## src/rtl/tdd_pkg.sv

```systemverilog
// Shared types, constants and register indexes for the touch delta debouncer.
`timescale 1ns / 1ps

package tdd_pkg;

    // Default width of the raw capacitive count
    localparam int COUNT_BITS_DEFAULT = 16;

    localparam int TIMER_BITS = 16;
    localparam int THR_BITS   = 8;
    localparam int CFG_DATA_BITS = 16;
    localparam int CFG_ADDR_BITS = 2;

    localparam logic [TIMER_BITS-1:0] TIMER_MAX      = '1;
    localparam logic [TIMER_BITS-1:0] DEBOUNCE_RESET = 16'd200;

    // Configuration register indexes
    typedef enum logic [CFG_ADDR_BITS-1:0] {
        CFG_TOUCH_RISE    = 2'd0,
        CFG_RELEASE_FALL  = 2'd1,
        CFG_DEBOUNCE_TIME = 2'd2,
        CFG_INVERT        = 2'd3
    } tdd_cfg_addr_t;

    // Action codes of an input transaction
    typedef enum logic {
        ACT_TICK   = 1'b0,
        ACT_SAMPLE = 1'b1
    } tdd_action_t;

    typedef struct packed {
        logic [THR_BITS-1:0]   touch_min_rise;
        logic [THR_BITS-1:0]   release_min_fall;
        logic [TIMER_BITS-1:0] debounce_time;
        logic                  invert;
    } tdd_cfg_t;

    // Debounce state apart from the stored count
    typedef struct packed {
        logic                  raw_touched;
        logic                  debounced_touched;
        logic                  press_reported;
        logic                  release_reported;
        logic [TIMER_BITS-1:0] elapsed_ticks;
    } tdd_flags_t;

    typedef struct packed {
        logic pressed;
        logic press_event;
        logic release_event;
    } tdd_result_t;

endpackage

```

## src/rtl/tdd_step.sv

```systemverilog
// Combinational update of the debounce state for one tick or sample transaction.
`timescale 1ns / 1ps

module tdd_step
    import tdd_pkg::*;
#(
    parameter int COUNT_BITS = COUNT_BITS_DEFAULT
) (
    input  logic                  action,
    input  logic [COUNT_BITS-1:0] count,
    input  tdd_cfg_t              cfg,
    input  logic [COUNT_BITS-1:0] prev_count,
    input  tdd_flags_t            flags,
    output logic [COUNT_BITS-1:0] prev_count_next,
    output tdd_flags_t            flags_next,
    output tdd_result_t           result
);

    logic [COUNT_BITS:0]   rise;
    logic [COUNT_BITS:0]   fall;
    logic [COUNT_BITS-1:0] touch_thr_ext;
    logic [COUNT_BITS-1:0] release_thr_ext;
    logic                  touch_hit;
    logic                  release_hit;
    logic                  raw_new;
    logic                  expired;
    logic                  commit;
    logic                  deb_new;
    logic                  level_new;
    logic                  press_rep_mid;
    logic                  release_rep_mid;

    // Signed differences in both directions, one bit wider than the count
    assign rise = {1'b0, count} - {1'b0, prev_count};
    assign fall = {1'b0, prev_count} - {1'b0, count};
    assign touch_thr_ext   = COUNT_BITS'(cfg.touch_min_rise);
    assign release_thr_ext = COUNT_BITS'(cfg.release_min_fall);

    assign touch_hit   = !rise[COUNT_BITS] && (rise[COUNT_BITS-1:0] > touch_thr_ext);
    assign release_hit = !fall[COUNT_BITS] && (fall[COUNT_BITS-1:0] > release_thr_ext);

    // Raw flag: touch wins over release
    always_comb
    begin
        if (touch_hit)
            raw_new = 1'b1;
        else if (release_hit)
            raw_new = 1'b0;
        else
            raw_new = flags.raw_touched;
    end

    // Commit a raw change once the timer has expired
    assign expired   = (flags.elapsed_ticks >= cfg.debounce_time);
    assign commit    = expired && (flags.debounced_touched != raw_new);
    assign deb_new   = commit ? raw_new : flags.debounced_touched;
    assign level_new = deb_new ^ cfg.invert;

    // Re-arm the opposite event on a commit
    assign press_rep_mid   = flags.press_reported && !(commit && !level_new);
    assign release_rep_mid = flags.release_reported && !(commit && level_new);

    always_comb
    begin
        prev_count_next = prev_count;
        flags_next      = flags;
        result.pressed       = flags.debounced_touched ^ cfg.invert;
        result.press_event   = 1'b0;
        result.release_event = 1'b0;
        case (tdd_action_t'(action))
            ACT_TICK:
            begin
                // Advance the timer, saturating at full scale
                if (flags.elapsed_ticks != TIMER_MAX)
                    flags_next.elapsed_ticks = flags.elapsed_ticks + 1'b1;
            end
            ACT_SAMPLE:
            begin
                prev_count_next              = count;
                flags_next.raw_touched       = raw_new;
                flags_next.debounced_touched = deb_new;
                if (commit)
                    flags_next.elapsed_ticks = '0;
                flags_next.press_reported    = press_rep_mid || level_new;
                flags_next.release_reported  = release_rep_mid || !level_new;
                result.pressed       = level_new;
                result.press_event   = level_new && !press_rep_mid;
                result.release_event = !level_new && !release_rep_mid;
            end
            default:
            begin
                prev_count_next = prev_count;
            end
        endcase
    end

endmodule

```

## src/rtl/touch_delta_debouncer_unit.sv

```systemverilog
// Top level of the touch delta debouncer: input register, state, result register.
`timescale 1ns / 1ps

// Capacitive touch button with delta thresholds and a tick-based debounce timer.
// Input channel (in_valid/in_ready) carries action and count: action 0 is a
// one-millisecond tick, action 1 a new sensor count. Every input transaction
// yields exactly one result transaction (out_valid/out_ready) carrying the
// debounced level and one-shot press and release events.
// A transaction sits in the input register after the edge that accepts it and
// its result is loaded into the output register at the edge where the result
// slot is free. Throughput: one transaction per cycle while the receiver does
// not stall, set by the single subtract-and-compare pass between the registers.
// When the receiver stalls, the result stays in the output register and one
// more transaction is held in the input register; in_ready then drops.
// Reset clears the valid bits of both registers, the flags and the stored count,
// sets the timer to full scale (already expired) and loads the debounce time with 200 ticks.
// Configuration writes (cfg_wr_en, cfg_addr, cfg_wdata) take effect on the
// next edge and belong only to idle periods.

module touch_delta_debouncer_unit
    import tdd_pkg::*;
#(
    parameter int COUNT_BITS = COUNT_BITS_DEFAULT
) (
    input  logic                     clk,
    input  logic                     rst_n,
    input  logic                     cfg_wr_en,
    input  logic [CFG_ADDR_BITS-1:0] cfg_addr,
    input  logic [CFG_DATA_BITS-1:0] cfg_wdata,
    input  logic                     in_valid,
    output logic                     in_ready,
    input  logic                     action,
    input  logic [COUNT_BITS-1:0]    count,
    output logic                     out_valid,
    input  logic                     out_ready,
    output logic                     pressed,
    output logic                     press_event,
    output logic                     release_event
);

    tdd_cfg_t              cfg_reg;
    logic                  in_valid_reg;
    logic                  action_reg;
    logic [COUNT_BITS-1:0] count_reg;
    logic [COUNT_BITS-1:0] prev_count_reg;
    logic [COUNT_BITS-1:0] prev_count_next;
    tdd_flags_t            flags_reg;
    tdd_flags_t            flags_next;
    tdd_result_t           result_next;
    tdd_result_t           result_reg;
    logic                  out_valid_reg;
    logic                  advance;
    logic                  in_take;

    // Configuration registers
    always_ff @(posedge clk or negedge rst_n)
    begin
        if (!rst_n)
        begin
            cfg_reg.touch_min_rise   <= '0;
            cfg_reg.release_min_fall <= '0;
            cfg_reg.debounce_time    <= DEBOUNCE_RESET;
            cfg_reg.invert           <= 1'b0;
        end
        else if (cfg_wr_en)
        begin
            case (tdd_cfg_addr_t'(cfg_addr))
                CFG_TOUCH_RISE:    cfg_reg.touch_min_rise   <= cfg_wdata[THR_BITS-1:0];
                CFG_RELEASE_FALL:  cfg_reg.release_min_fall <= cfg_wdata[THR_BITS-1:0];
                CFG_DEBOUNCE_TIME: cfg_reg.debounce_time    <= cfg_wdata[TIMER_BITS-1:0];
                CFG_INVERT:        cfg_reg.invert           <= cfg_wdata[0];
                default:           cfg_reg                  <= cfg_reg;
            endcase
        end
    end

    // Handshake: move the held transaction whenever the result slot is free
    assign advance  = in_valid_reg && (!out_valid_reg || out_ready);
    assign in_ready = !in_valid_reg || advance;
    assign in_take  = in_valid && in_ready;

    // Input register
    always_ff @(posedge clk or negedge rst_n)
    begin
        if (!rst_n)
            in_valid_reg <= 1'b0;
        else if (in_ready)
            in_valid_reg <= in_valid;
    end

    always_ff @(posedge clk)
    begin
        if (in_take)
        begin
            action_reg <= action;
            count_reg  <= count;
        end
    end

    tdd_step #(
        .COUNT_BITS (COUNT_BITS)
    ) u_step (
        .action          (action_reg),
        .count           (count_reg),
        .cfg             (cfg_reg),
        .prev_count      (prev_count_reg),
        .flags           (flags_reg),
        .prev_count_next (prev_count_next),
        .flags_next      (flags_next),
        .result          (result_next)
    );

    // Debounce state, updated once per processed transaction
    always_ff @(posedge clk or negedge rst_n)
    begin
        if (!rst_n)
        begin
            prev_count_reg               <= '0;
            flags_reg.raw_touched        <= 1'b0;
            flags_reg.debounced_touched  <= 1'b0;
            flags_reg.press_reported     <= 1'b0;
            flags_reg.release_reported   <= 1'b0;
            flags_reg.elapsed_ticks      <= TIMER_MAX;
        end
        else if (advance)
        begin
            prev_count_reg <= prev_count_next;
            flags_reg      <= flags_next;
        end
    end

    // Result register
    always_ff @(posedge clk or negedge rst_n)
    begin
        if (!rst_n)
            out_valid_reg <= 1'b0;
        else if (advance)
            out_valid_reg <= 1'b1;
        else if (out_ready)
            out_valid_reg <= 1'b0;
    end

    always_ff @(posedge clk)
    begin
        if (advance)
            result_reg <= result_next;
    end

    assign out_valid     = out_valid_reg;
    assign pressed       = result_reg.pressed;
    assign press_event   = result_reg.press_event;
    assign release_event = result_reg.release_event;

    // A press event always reports the pressed level
    a_press_level: assert property (@(posedge clk) disable iff (!rst_n)
        (out_valid_reg && result_reg.press_event) |-> result_reg.pressed)
        else $error("press event without pressed level");

    // A release event always reports the released level
    a_release_level: assert property (@(posedge clk) disable iff (!rst_n)
        (out_valid_reg && result_reg.release_event) |-> !result_reg.pressed)
        else $error("release event with pressed level");

    // A committed change restarts the debounce timer
    a_commit_timer: assert property (@(posedge clk) disable iff (!rst_n)
        (flags_reg.debounced_touched != $past(flags_reg.debounced_touched))
            |-> (flags_reg.elapsed_ticks == '0))
        else $error("debounced change without timer restart");

    // Input side only backs up while a transaction is held
    a_ready_hold: assert property (@(posedge clk) disable iff (!rst_n)
        !in_ready |-> (in_valid_reg && out_valid_reg && !out_ready))
        else $error("input stalled without a held transaction");

endmodule

```

## config.mk

```make
export PLATFORM = sky130hd
export DESIGN_NAME = touch_delta_debouncer_unit
export DESIGN_NICKNAME = d
export VERILOG_FILES = /design/src/rtl/tdd_pkg.sv /design/src/rtl/tdd_step.sv /design/src/rtl/touch_delta_debouncer_unit.sv
export SDC_FILE = /design/constraint.sdc
export NUM_CORES = 1
export LEC_CHECK = 0
export ABC_AREA = 1
export BUFFER_PORTS_ARGS = -buffer_cell sky130_fd_sc_hd__buf_4
export CAP_MARGIN = 0
export CORE_MARGIN = 1
export CORE_UTILIZATION = 55
export DETAILED_ROUTE_END_ITERATION = 8
export HOLD_SLACK_MARGIN = 0.12
export PLACE_DENSITY = 0.76
export REMOVE_ABC_BUFFERS = 1
export SYNTH_ARGS = -nofsm -noshare
export SYNTH_HDL_FRONTEND = slang
export SYNTH_SLANG_ARGS = --single-unit
```

## constraint.sdc

```tcl
create_clock -name clk -period 7.8 [get_ports clk]
set_input_delay 1.17 -clock clk [delete_from_list [all_inputs] [get_ports clk]]
set_output_delay 1.17 -clock clk [all_outputs]
set_load 0.01 [all_outputs]
```

# After elaboration in Yosys (flattened, before gate mapping)
# Cells that the tools add are included.
[totals]
register_bits = 91
inputBits = 40
output_inout_bits = 5
elab_cells = 74
[classes]
n_addsub = 3
magnitude_cmp = 3
n_eq_ne = 7
n_mux = 9
bitwise = 3
n_reduce_logical = 32
[ops]
columns = ["operator", "n"]
rows = [
  ["$sub 16x16->17", 2],
  ["$gt 16x8->1", 2],
  ["$mux 16", 2],
  ["$pmux 16 s2", 1],
  ["$add 16x1->16 const B", 1],
  ["$ge 16x16->1", 1],
  ["$ne 16x16->1 const B", 1],
  ["$logic_and 1x1->1", 11],
  ["$reduce_and 2->1", 5],
  ["$logic_not 1->1", 9],
  ["$mux 1", 5],
  ["$eq 2x2->1 const B", 2],
  ["$logic_or 1x1->1", 4],
  ["$ne 2x1->1 const B", 2],
  ["$mux 3", 1],
  ["$reduce_and 3->1", 1],
  ["$eq 2x1->1 const B", 1],
  ["$logic_not 2->1", 1],
  ["$reduce_bool 2->1", 1],
  ["$xor 1x1->1", 2],
  ["$ne 1x1->1", 1],
  ["$not 1->1", 1],
]

# Logic depth before layout (Yosys ltp)
[depth]
word_depth = 16
mapped_depth = 28
mapped_depth_nobuf = 26

# Cells and area by module
# A second synthesis with hierarchy kept.
[hier_totals]
hier_cells = 1035
area_unflattened_um2 = 7348.3
[modules_own_cells]
columns = ["module", "instances", "cells_per_inst", "area_each_um2", "seq_area_each_um2"]
rows = [
  ["tdd_step", 1, 700, 3824.9, 0.0],
  ["touch_delta_debouncer_unit", 1, 335, 3523.4, 2401.1],
]

# Worst setup path after synthesis
# Ideal clock, no wire load.
[synth_path]
kind = "register -> register"
from = "reg count_reg[4]"
to = "reg flags_reg[11] (netlist bit)"
setup_time_ps = 75
arrival_time_ps = 2973
t_required_ps = 7725
setup_slack_ps = 4753
stages_incl_launch_ff = 26
n_path_buf = 2
period_less_slack_ps = 3047
path_cell_list = "edfxtp_1 inv_1 ha_1 buf_4 a21oi_1 nor2_1 nor2_1 nand2_1 xor2_1 ha_1 a21oi_1 o21a_1 nand2_1 nand2_1 nand2_1 nor2_1 nand2_1 nor2_1 nand2_1 nand2_2 nand3_1 nand3_4 nand2_4 buf_12 nand2_2 nand2_2"
[synth_via]
elab_chain_cells = 9
word_cells_on_any_way = 14
classes_between = "add/sub: 2; order compare: 2; eq/ne: 2; mux: 2; reduce/logical: 6"
[synth_rtl]
columns = ["element", "line_no", "source"]
rows = [
  ["start, declared", "touch_delta_debouncer_unit.sv:44", "logic [COUNT_BITS-1:0] count_reg;"],
  ["start signal, assigned", "touch_delta_debouncer_unit.sv:96", "count_reg <= count;"],
  ["$sub 16x16->17", "tdd_step.sv:35", "assign fall = {1'b0, prev_count} - {1'b0, count};"],
  ["$gt 16x8->1 or $logic_not 1->1 (tied branches)", "tdd_step.sv:40", "assign release_hit = !fall[COUNT_BITS] && (fall[COUNT_BITS-1:0] > release_thr_ext);"],
  ["$logic_and 1x1->1", "tdd_step.sv:40", ""],
  ["$mux 1", "tdd_step.sv:47", "else if (release_hit)"],
  ["$mux 1 (*)", "tdd_step.sv:45", "if (touch_hit)"],
  ["$ne 1x1->1 (*)", "tdd_step.sv:55", "assign commit = expired && (flags.debounced_touched != raw_new);"],
  ["$logic_and 1x1->1 (*)", "tdd_step.sv:55", ""],
  ["$ne 2x1->1 (no line) (*)", "-", ""],
  ["$reduce_and 3->1 (no line) (*)", "-", ""],
  ["end signal, assigned", "touch_delta_debouncer_unit.sv:128", "flags_reg <= flags_next;"],
  ["end, declared", "touch_delta_debouncer_unit.sv:47", "tdd_flags_t flags_reg;"],
]
# Mark *: on every way between the ends. The rest lies on a longest branch, timed or not.
# A chain may end at the register's enable or synchronous reset.

# Final worst setup path
[layout_path]
from = "reg count_reg[4]"
to = "reg flags_reg[0] (netlist bit)"
# Same word-level chain as after synthesis.

==> qor.yml <==
cts:
  cts.htree.levels: 3
  cts_tree: "yes"
  cts_max_path_buffers: 2
  clkSlewWorstSetupHoldPaths_ps: 70
  cts_made_buffers: 9
  postCtsSetupRepairBufs: 0
  clock-sinks: 91
  cts_hold_buf: 0
  cts-root-buf: "clkbuf_16"
  ctsResizeCount: 0
  clock_latency_ps: 350
job:
  max_cap_viol_count: 0
sta:
  finalHoldViolCount: 0
  tightest_slew_ps: 1090
  max_freq_mhz: 263
  setup_viol: 0
  fin_crit_ps: 3810
  drv_slew: 0
  fin_crit_sh_pct: 48.8
  rsz0062_at_grt: "no"
  finClkSkew_ps: 6.51
  timing.hold.ws_ps: 486
  slew_headroom_pct: 26.9
  fin_ws_ps: 3990
  tns_ps: 0
yosys:
  synth_edf_count: 20
  synthMuxAreaShare_pct: 0
  syn-cell-area_sq_um: 6630
  synth_xor_area_share_pct: 3.17
  synth_ff_type: "dfrtp_1"
  ys.warnings.count: 0
  syn_area_per_cell_sq_um: 7.43
  synth_compound_area_share_pct: 8.58
  synth_top_family_by_area: "simple AND/OR/NAND/NOR gates"
  synthDistinctLibCells: 39
  seq_area_frac_synth_pct: 36.2
  synth.ff_latch_count: 91
  yosys.area_share.simple_pct: 29.2
  async_flop_share_pct: 78.0
  syn_inst: 892
  synth_fa_ha_area_share_pct: 12.9
drt:
  detail_route.wl_per_cell_um: 13.4
  post-route-drc-count: 1
  drt_wl_total_um: 14400
  drtIter0Drc: 331
  routed_via_density: 5.19
  first_pass_iters: 7
  route.vias.total: 5585
  antenna_left: 0
die:
  num_io_pins: 45
  rows: 39
  start_util_pct: 57.3
  core_area_sq_um: 11600
  die_w_um: 112
  fp.dieH_um: 112
  die_area_sq_um: 12500
finish:
  layout_commonest_cell: "nand2_1"
  instances_no_fill: 1077
  largest_reg_flops: 33
  utilization_pct: 63.2
  final_cell_mix: "nand2_1, inv_1, nand3_1"
  diodes: 0
  final_layout_size_suffix_gt1_share_pct: 13.8
  regArea_sq_um: 2400
  multiInputGateArea_sq_um: 3570
  final_nets: 1036
  fill_cells: 1038
  syn_to_final_growth_pct: 10.2
  stdcell_area_sq_um: 7310
placement:
  portBuffers: 44
  place_ws_ps: 4110
  dp.cells: 1061
  place_area_sq_um: 7050
  gp_congestion: 0.972
  dp_hpwl_um: 11000
worst_setup_path:
  r2r_slack_ps: 3990
  start_kind: "register"
  cp_slowest_cell: "ha_1"
  cp_max_fo: 19
  max_stage_delay_ps: 410
  critical_path.most_common_cell: "nand2_1"
  critPathTopFamily: "simple AND/OR/NAND/NOR gates"
  path_class: "reg -> reg"
  rr_endpoint: "flags_reg[0]"
  worst-path-buf-inv: 1
  r2r_start: "count_reg[4]"
  critPathRequiredTime_ps: 8100
  arrival_ps: 4100
  rr_worst_depth: 24
  end_kind: "register"
  crit_path_cell_trace: "inv_1 > ha_1 > a21oi_1 > nor2_1 > nor2_1 > nand2_1 > xor2_1 > ha_1 > nand2_1 > nor2_1 > nand4_1 > nand2_1 > nand2_1 > nor2_1 > nand2_1 > nor2_1 > nand2_1 > nand2_2 > nand2_2 > nand2_2 > nand3_4 > nand2_4 > nand2_1 > nand2_1"
grt:
  grt_pass1_wl_um: 25100
  grt_max_degree: 72
  grt-ovfl-total: 0
  grt_pass1_vias: 5470
  antenna_found_initial: 0
  track_usage_pct: 25.3
min_path:
  hp-class: "reg -> reg"
  min_from: "cfg_reg[26]"
  hold_end: "cfg_reg[26]"
  min_path_cells: 2
pwr:
  p_leak_nw: 3.78
  peakVddDrop_mv: 0.187
  fin_total_pwr_mw: 1.93
  power_density_nw_per_um2: 264
run_status:
  violations: "design-rule violations"
  outcome: "finished, violations left"
cell type report:
cell class / count / area share (%)
clock buffer: 12 / 3.24
timing repair buffer: 46 / 4.73
inverter: 147 / 7.55
clock inverter: 4 / 0.342
multi-input combinational: 634 / 48.8
tap: 143 / 2.45
sequential: 91 / 32.9
per-layer routing:
metal	part of all wire (%)	global-route usage (%)	up-vias
met5	0	0	-
met4	1.8	9.01	0
met3	4.5	3.92	20
met2	44	39.6	130
met1	50	35.6	2543
li1	-	-	2892
synth_stat cells (all sizes together), types with 11 or more instances:
library cell | instances | share of area, %
a21oi | 43 | 3.3
clkbuf | 11 | 0.62
dfrtp | 52 | 20
dfstp | 19 | 7.5
edfxtp | 20 | 9.1
ha | 65 | 12
inv | 147 | 8.3
nand2 | 272 | 17
nand3 | 75 | 6.1
nor2 | 67 | 4.2
o21ai | 53 | 4.0
xor2 | 22 | 2.9
where the power goes:
group	switching (mW)	internal, mW	total (mW)
clock network	0.188	0.217	0.405
logic	0.571	0.326	0.897
registers	0.0526	0.572	0.625
total	0.811	1.11	1.93
worst max path at each step:
stage,endpoint,cells past startpoint,slack (ps),from
after detailed placement,flags_reg[0],24,4110,count_reg[5]
after CTS,flags_reg[0],24,4080,count_reg[5]
after global routing,flags_reg[5],23,3650,count_reg[5]
after global placement,flags_reg[0],24,4170,count_reg[5]
final,flags_reg[0],24,3990,count_reg[4]
after floorplan,flags_reg[0],10,4640,out_ready
worst reg2reg max path, cell delays in order, from the launching register on:
cell      delay (ps)
edfxtp_1         380
inv_1             60
ha_1             410
a21oi_1          340
nor2_1            80
nor2_1           100
nand2_1          110
xor2_1           180
ha_1             320
nand2_1           80
nor2_1           170
nand4_1          120
nand2_1           90
nand2_1           50
nor2_1            80
nand2_1           50
nor2_1           130
nand2_1           80
nand2_2           80
nand2_2           80
nand2_2           80
nand3_4          210
nand2_4          290
nand2_1          100
nand2_1           70
cells by family after synthesis:
family | after synthesis
flops | 91
simple gates | 437
buf+inv | 167
compound gates | 106
fa+ha+maj | 67
xor+xnor | 24
Power figures use the tool's default switching activity.
